--- config.mk ---
export PLATFORM = sky130hd
export DESIGN_NAME = gdc_pipe_ctrl
export DESIGN_NICKNAME = d
export VERILOG_FILES = /design/src/hw/rtl/gdc_pkg.sv /design/src/hw/rtl/gdc_pipe_ctrl.sv
export SDC_FILE = /design/constraint.sdc
export NUM_CORES = 1
export LEC_CHECK = 0
export BUFFER_PORTS_ARGS = -buffer_cell sky130_fd_sc_hd__buf_2
export CAP_MARGIN = 10
export CORE_AREA = 2 2 39 41
export CTS_CLUSTER_SIZE = 8
export DETAILED_ROUTE_END_ITERATION = 16
export DIE_AREA = 0 0 41 43
export HOLD_SLACK_MARGIN = 0.1
export PLACE_DENSITY = 0.34
export SLEW_MARGIN = 10
export SYNTH_ARGS = -nofsm -noshare
export SYNTH_HDL_FRONTEND = slang
export SYNTH_SLANG_ARGS = --single-unit
--- constraint.sdc ---
create_clock -name clk -period 1.2 [get_ports clk]
set_input_delay 0.12 -clock clk [delete_from_list [all_inputs] [get_ports clk]]
set_output_delay 0.12 -clock clk [all_outputs]
set_load 0.1 [all_outputs]
--- src/hw/rtl/gdc_pkg.sv ---
// ----------------------------------------------------------------------------
// gdc_pkg: shared types and constants of the Gregorian date calculator
// Payload structs, pipeline control struct, calendar tables, reciprocals.
// ----------------------------------------------------------------------------
`default_nettype none

package gdc_pkg;

    localparam int MaxYearDefault = 9999;

    localparam int DayW  = 5;
    localparam int MonW  = 4;
    localparam int YearW = 14;
    localparam int DoyW  = 9;
    localparam int WdayW = 3;

    // register stages from request to result
    localparam int NumStages = 4;

    // floor(x / 100) = (x * Div100Mul) >> Div100Shift, exact for x < 43690
    localparam int Div100Mul   = 20972;
    localparam int Div100Shift = 21;
    localparam int Div100MulW  = 15;
    localparam int QuoW        = 8;

    // floor(x / 7) = (x * Div7Mul) >> Div7Shift, exact for x < 43690
    localparam int Div7Mul   = 37450;
    localparam int Div7Shift = 18;
    localparam int Div7MulW  = 16;

    // weekday accumulator width, holds up to about 20600
    localparam int WsumW = 15;

    localparam logic [MonW-1:0] MonthJan = 4'd1;
    localparam logic [MonW-1:0] MonthFeb = 4'd2;
    localparam logic [MonW-1:0] MonthDec = 4'd12;

    localparam logic [DayW-1:0] DaysFebCommon = 5'd28;
    localparam logic [DayW-1:0] DaysFebLeap   = 5'd29;
    localparam logic [DayW-1:0] DaysLong      = 5'd31;

    typedef struct packed {
        logic [DayW-1:0]  day_in;
        logic [MonW-1:0]  month_in;
        logic [YearW-1:0] year_in;
    } gdc_in_t;

    typedef struct packed {
        logic             date_valid;
        logic [DayW-1:0]  next_day;
        logic [MonW-1:0]  next_month;
        logic [YearW-1:0] next_year;
        logic [DayW-1:0]  prev_day;
        logic [MonW-1:0]  prev_month;
        logic [YearW-1:0] prev_year;
        logic [DoyW-1:0]  day_of_year;
        logic [WdayW-1:0] weekday;
    } gdc_out_t;

    typedef struct packed {
        logic [NumStages-1:0] load;
        logic                 in_ready;
        logic                 out_valid;
    } gdc_pipe_ctrl_t;

    // month length outside February; February gives the common-year length
    function automatic logic [DayW-1:0] month_len_base(input logic [MonW-1:0] m);
        logic [DayW-1:0] len;
        case (m) inside
            4'd1, 4'd3, 4'd5, 4'd7, 4'd8, 4'd10, 4'd12: len = DaysLong;
            4'd4, 4'd6, 4'd9, 4'd11:                    len = 5'd30;
            4'd2:                                       len = DaysFebCommon;
            default:                                    len = '0;
        endcase
        return len;
    endfunction

    // days before the first of month m in a common year
    function automatic logic [DoyW-1:0] days_before(input logic [MonW-1:0] m);
        logic [DoyW-1:0] n;
        case (m)
            4'd1:    n = 9'd0;
            4'd2:    n = 9'd31;
            4'd3:    n = 9'd59;
            4'd4:    n = 9'd90;
            4'd5:    n = 9'd120;
            4'd6:    n = 9'd151;
            4'd7:    n = 9'd181;
            4'd8:    n = 9'd212;
            4'd9:    n = 9'd243;
            4'd10:   n = 9'd273;
            4'd11:   n = 9'd304;
            4'd12:   n = 9'd334;
            default: n = 9'd0;
        endcase
        return n;
    endfunction

    // (153 * mm + 2) / 5 mod 7, mm being the March-based month index
    function automatic logic [WdayW-1:0] month_term_mod7(input logic [MonW-1:0] m);
        logic [WdayW-1:0] t;
        case (m)
            4'd1:    t = 3'd5;
            4'd2:    t = 3'd1;
            4'd3:    t = 3'd0;
            4'd4:    t = 3'd3;
            4'd5:    t = 3'd5;
            4'd6:    t = 3'd1;
            4'd7:    t = 3'd3;
            4'd8:    t = 3'd6;
            4'd9:    t = 3'd2;
            4'd10:   t = 3'd4;
            4'd11:   t = 3'd0;
            4'd12:   t = 3'd2;
            default: t = 3'd0;
        endcase
        return t;
    endfunction

endpackage

`default_nettype wire

--- src/hw/rtl/gdc_pipe_ctrl.sv ---
// ----------------------------------------------------------------------------
// gdc_pipe_ctrl: valid bits and load enables of the date pipeline
// A stage loads when it is empty or the stage after it moves on.
// ----------------------------------------------------------------------------
`default_nettype none

module gdc_pipe_ctrl (
    input  wire logic               clk,
    input  wire logic               rst_n,
    input  wire logic               in_valid,
    input  wire logic               out_ready,
    output gdc_pkg::gdc_pipe_ctrl_t ctrl
);

    localparam int Last = gdc_pkg::NumStages - 1;

    logic [gdc_pkg::NumStages-1:0] valid_reg;
    logic [gdc_pkg::NumStages-1:0] valid_next;
    logic [gdc_pkg::NumStages-1:0] load;

    always_comb
    begin
        load[Last] = !valid_reg[Last] || out_ready;
        for (int i = Last - 1; i >= 0; i--)
        begin
            load[i] = !valid_reg[i] || load[i+1];
        end
    end

    always_comb
    begin
        valid_next[0] = load[0] ? in_valid : valid_reg[0];
        for (int i = 1; i <= Last; i++)
        begin
            valid_next[i] = load[i] ? valid_reg[i-1] : valid_reg[i];
        end
    end

    always_ff @(posedge clk or negedge rst_n)
    begin
        if (!rst_n)
        begin
            valid_reg <= '0;
        end
        else
        begin
            valid_reg <= valid_next;
        end
    end

    assign ctrl.load      = load;
    assign ctrl.in_ready  = load[0];
    assign ctrl.out_valid = valid_reg[Last];

endmodule

`default_nettype wire

# ---- After elaboration in Yosys (flattened, before gate mapping)
# Cells that the tools add are included.
dict set report op_classes {
  n_reduce_logical 8
}
# op count
set ops {}
lappend ops {{1-bit logical NOT} 4}
lappend ops {{1-bit logical OR} 4}
dict set report word_totals {
  word_cells 12
  reg_bits 4
  out_inout_bits 6
}

# ---- Logic depth before layout (Yosys ltp)
# Gate-level depths: netlist (run 1).
dict set report depth {
  word_depth 5
  ltp_mapped 3
  ltp_nobuf 3
}

# ---- Worst setup path after synthesis (run 1)
# Ideal clock, no wire load.
dict set report synth_path {
  kind {reg-to-output}
  from {reg valid_reg[3] (netlist name)}
  to {out ctrl[2] (netlist name)}
  n_path_buf 1
  path_slack_ps -975
  path_stages_with_launch 4
  arrival_ps 2055
  cell_sequence {dfrtp_1 nor2b_4 nand4_1 buf_4}
}
# item line
set synth_rtl {}
lappend synth_rtl {{start, declared} gdc_pipe_ctrl.sv:17} ;# logic [gdc_pkg::NumStages-1:0] valid_reg;
lappend synth_rtl {{start signal, assigned} gdc_pipe_ctrl.sv:47} ;# valid_reg <= valid_next;
lappend synth_rtl {{end, declared} gdc_pipe_ctrl.sv:12} ;# output gdc_pkg::gdc_pipe_ctrl_t ctrl

==> impl_metrics.toml, run 1 <==
[outcome]
status = "finished, violations left"
failed_checks = "setup timing"

[critical_path]
cp_data_arrival_time_ns = 1.17
r2r-start = "valid_reg[3]"
r2r_slack_ns = 0.22
required_ns = 1.08
slowest_stage = "dfrtp_1"
r2r_cells = 3
worstPathCellList = "nor2b_4 > nand4_1 > buf_12"
end_kind = "output port"
slowest_delay_ns = 0.33
critical_path_class = "reg2out"
critPathLaunchType = "flip-flop"
crit_fanout = 2
r2r-end = "valid_reg[0]"

[timing]
setup-violations-final = 4
skew_ns = 0.000436
period_minus_slack_ns = 1.29
relSlewSlack = 0.838
hold_slack_ns = 0.225
rsz0062_at_grt = "true"
setup_tns_ns = -0.218
min_period_over_period = 1.08
layout_setup_ws_ns = -0.0900
drv_slew = 0
max_freq_mhz = 775
worst_pin_slew_ns = 0.242
hold_violations = 0

[grt]
grt_pass1_vias = 194
grt_max_degree = 6
antenna_found_initial = 0
grt_pass1_wl_um = 717
grt_overflow = 0
grtUsageTotal = 0.0665

[layout]
design_area_um2 = 399
nNetsFinal = 37
syn_to_final_growth_pct = 117
final_cell_mix = "buf_12, buf_4, dfrtp_1"
insertedDiodeCount = 0
layout-drive-gt1-share = 0.581
final_common_cell = "buf_12"
largest_reg_flops = 4

[detailed_routing]
ant_nets = 0
drtIter0Drc = 1
viasPerCell = 3.53
vias = 166
wl_um = 382
drcViolationCount = 0
firstDrtPassIters = 2
wl_per_cell_um = 8.13

[yosys]
ys_seq_elements = 4
yosysWarnings = 0
synth.avg_cell_area_um2 = 12.3
synthDistinctLibCells = 9
ys_seq_area_frac = 0.544
synth_cells = 15
syn_area_um2 = 184
syn_nets = 19

[die]
start_util = 0.133
die_x_um = 41
fp.dieH_um = 43
rows = 14
dieArea_um2 = 1760
core_area_um2 = 1380
io_pins = 10

[clocking]
cts-root-buf = "clkbuf_4"
cts_sinks = 4
htreeDepth = 1
cts_tree = "yes"
numCtsBuffers = 3
clock_latency_ns = 0.23
clk_path_buf_depth = 2
clk_pin_slew_worst_paths_ns = 0.03

[job]
drv_cap = 0

[power_and_ir_drop]
p_leak_nw = 0.188
powerDensity_nw_per_um2 = 1550
irDropWorstVdd_mv = 0.416

[worst_hold_path]
hp-class = "in2async"

[place]
io_buffers = 9
placed_cell_area_um2 = 332
gp_congestion = 0.629
cell families (layout without fill, tap and decap cells):
family | after synthesis | count (layout) | share of synthesized area
flip-flops | 4 | 4 | 0.544
AND/OR/NAND/NOR | 7 | 7 | 0.299
AO/OA/AOI/OAI | 1 | 1 | 0.0544
buffers and inverters | 3 | 19 | 0.102
how the worst max path moves through the flow:
| stage | from | to | slack (ns) |
|---|---|---|---|
| after detailed placement | valid_reg[3] | ctrl[2] | 0.12 |
| after CTS | valid_reg[3] | ctrl[2] | -0.11 |
| after floorplan | valid_reg[3] | ctrl[2] | -0.91 |
| final | valid_reg[3] | ctrl[1] | -0.09 |
| after global routing | valid_reg[3] | ctrl[2] | -0.17 |
| after global placement | valid_reg[3] | ctrl[1] | 0.13 |
through the flow:
step           instances  power, mW  setup slack (ns)   util
6_report              47      0.618           -0.0900  0.288
5_1_grt               47      0.650            -0.165  0.288
3_5_place_dp          39      0.439             0.118  0.240
3_3_place_gp          39      0.438             0.126  0.240
2_1_floorplan         15      0.342            -0.911      -
4_1_cts               47      0.630            -0.115  0.288
final cells by class:
| cell class | instances | area (µm²) |
|---|---|---|
| clock buffers | 3 | 22.5 |
| fillers | 146 | 985 |
| inverters | 1 | 6.26 |
| multi-input cells | 8 | 65.1 |
| flip-flops and latches | 4 | 100 |
| well taps | 16 | 20.0 |
| repair buffers | 15 | 185 |
timing repair:
item,CTS,global route
hold buffers,2,0
setup endpoints to repair,4,5
setup buffers,3,0
resized for setup,2,0
endpoints found under the hold margin,5,0
metal layers:
metal,share of wire,global-route usage
met4,0,0.0600
met3,0.13,0.0471
met1,0.31,0.0552
met5,0,0
met2,0.55,0.0969
worst max-delay path: cells and delay by family (launching register included):
kind / cells / cell delay, ns
AND/OR/NAND/NOR: 2 / 0.35
flip-flops: 1 / 0.33
buffers and inverters: 1 / 0.25
power breakdown:
part           leakage (nW)  switching, mW  internal [mW]
Clock                0.0138         0.0490          0.111
Combinational         0.132          0.184          0.112
Sequential           0.0421         0.0114          0.149
Total                 0.188          0.244          0.373
synthesized netlist by cell type, drive strengths merged:
cell    n  area (µm²)
a41o    1        10.0
buf     2        15.0
dfrtp   4         100
inv     1        3.75
nand2b  3        18.8
nand3b  1        7.51
nand4   1        6.26
nand4b  1        8.76
nor2b   1        13.8
No activity file was read; power rests on OpenSTA's default activity.
==> run 2: changes to the inputs <==
==> constraint.sdc (replaced) <==
create_clock -name clk -period 1.2 [get_ports clk]
set_input_delay 0.06 -clock clk [delete_from_list [all_inputs] [get_ports clk]]
set_output_delay 0.06 -clock clk [all_outputs]
set_load 0.1 [all_outputs]
==> run 2 against run 1 <==
Compared with the run above: the run still ends with setup timing left; core utilization shrank 2.2 points; via count shrank 2.4%; clock skew grew 0.0021 ns; worst setup slack gained 0.043 ns; wire length shrank 8.4%; combinational power shrank 7.4%; sequential share of layout area grew 2.0 points; count of clock-buffer cells in the layout is the same; critical path depth is the same; sequential power is essentially flat; hold slack lost 0.058 ns; critical path type unchanged; critical endpoint unchanged; largest power group unchanged; highest routed layer unchanged.
==> impl_metrics.toml, run 2 (same netlist as run 1, synthesis figures left out) <==
[outcome]
status = "finished, violations left"
failed_checks = "setup timing"

[critical_path]
crit_fanout = 3
worstPathCellList = "nor2b_4 > nand4_1 > buf_12"
cp_data_arrival_time_ns = 1.19
critPathLaunchType = "flip-flop"
slowest_delay_ns = 0.34
critical_path_class = "reg2out"
required_ns = 1.14
slowest_stage = "dfrtp_1"
end_kind = "output port"

[layout]
design_area_um2 = 369
final_common_cell = "buf_12"
regArea_um2 = 100
largest_reg_flops = 4
final_cell_mix = "buf_12, clkbuf_4, dfrtp_1, nand2b_1, buf_2"
multi_input_area_um2 = 65.1
num-fill-cells = 147
nNetsFinal = 35
layout-drive-gt1-share = 0.517
insertedDiodeCount = 0
postLayoutCoreUtil = 0.267
syn_to_final_growth_pct = 101

[grt]
gr-usage-met3 = 0.0628
grt_pass1_vias = 170
grt_max_degree = 6
grtUsageTotal = 0.0626
antenna_found_initial = 0
busiest_layer = "met2"
gr-usage-met2 = 0.0688
grt_overflow = 0
grt_pass1_wl_um = 627
met1_usage = 0.0621

[timing]
period_minus_slack_ns = 1.25
min_period_over_period = 1.04
hold_violations = 0
setup-violations-final = 2
relSlewSlack = 0.799
layout_setup_ws_ns = -0.0471
max_freq_mhz = 802
hold_slack_ns = 0.168
rsz0062_at_grt = "true"
skew_ns = 0.00256
worst_pin_slew_ns = 0.303
drv_slew = 0

[die]
start_util = 0.133
die_x_um = 41
core_area_um2 = 1380
fp.dieH_um = 43
io_pins = 10
rows = 14
dieArea_um2 = 1760

[place]
io_buffers = 9
placed_cell_area_um2 = 309
place_ws_ns = 0.133
gp_congestion = 0.680

[detailed_routing]
vias = 162
ant_nets = 0
wl_per_cell_um = 7.78
wl_um = 350
viasPerCell = 3.60
firstDrtPassIters = 4
drcViolationCount = 0
drtIter0Drc = 1

[clocking]
cts_sinks = 4
htreeDepth = 1
numCtsBuffers = 3
cts_tree = "yes"
clock_latency_ns = 0.23
cts-root-buf = "clkbuf_4"
clk_pin_slew_worst_paths_ns = 0.03
clk_path_buf_depth = 2

[worst_hold_path]
hp-class = "in2async"

[power_and_ir_drop]
p_leak_nw = 0.174
finalPower_uw = 591
irDropWorstVdd_mv = 0.626
powerDensity_nw_per_um2 = 1600

[job]
drv_cap = 0
run 2: metal layers:
metal  share of wire  vias up
met5               0        -
met4               0        0
met3            0.12        0
met2            0.46        8
met1            0.42       73
li1                -       81
run 2: repair_timing:
item	CTS	global route
hold endpoints to repair	5	0
endpoints found under the setup margin	2	5
gates resized for setup	0	1
setup buffers	1	1
hold buffers	2	0
run 2: cell type report:
class / count / area share
repair buffers: 13 / 0.427
flip-flops and latches: 4 / 0.271
multi-input cells: 8 / 0.176
clock buffers: 3 / 0.0610
well taps: 16 / 0.0542
inverters: 1 / 0.0102
run 2: metrics by stage:
| stage | TNS (ns) | std cells |
|---|---|---|
| final | -0.0939 | 45 |
| after global placement | 0 | 38 |
| after CTS | -0.142 | 44 |
| after detailed placement | 0 | 38 |
| after global routing | -0.242 | 45 |
| after floorplan | -2.34 | 15 |
run 2: power by group:
part	leakage [nW]	total [mW]	switching [mW]	internal, mW
registers	0.0421	0.160	0.0109	0.149
clock network	0.0138	0.157	0.0462	0.111
logic	0.118	0.274	0.178	0.0953
total	0.174	0.591	0.235	0.356
run 2: final timing paths:
kind,start,endpoint,slack (ns),cells after the start
setup reg to reg,valid_reg[3],valid_reg[2],0.25,4
max in group asynchronous,rst_n,valid_reg[0],0.91,2
hold / removal,rst_n,valid_reg[3],0.17,2
min in group clk,out_ready,valid_reg[3],0.21,4
setup / recovery,valid_reg[3],ctrl[1],-0.05,3
hold reg to reg,valid_reg[0],valid_reg[1],0.49,1
run 2: worst max-delay path, delay by kind of cell (launching register included):
kind,cells,cell delay [ns]
DFF,1,0.34
and+or+nand+nor,2,0.36
buffers and inverters,1,0.25
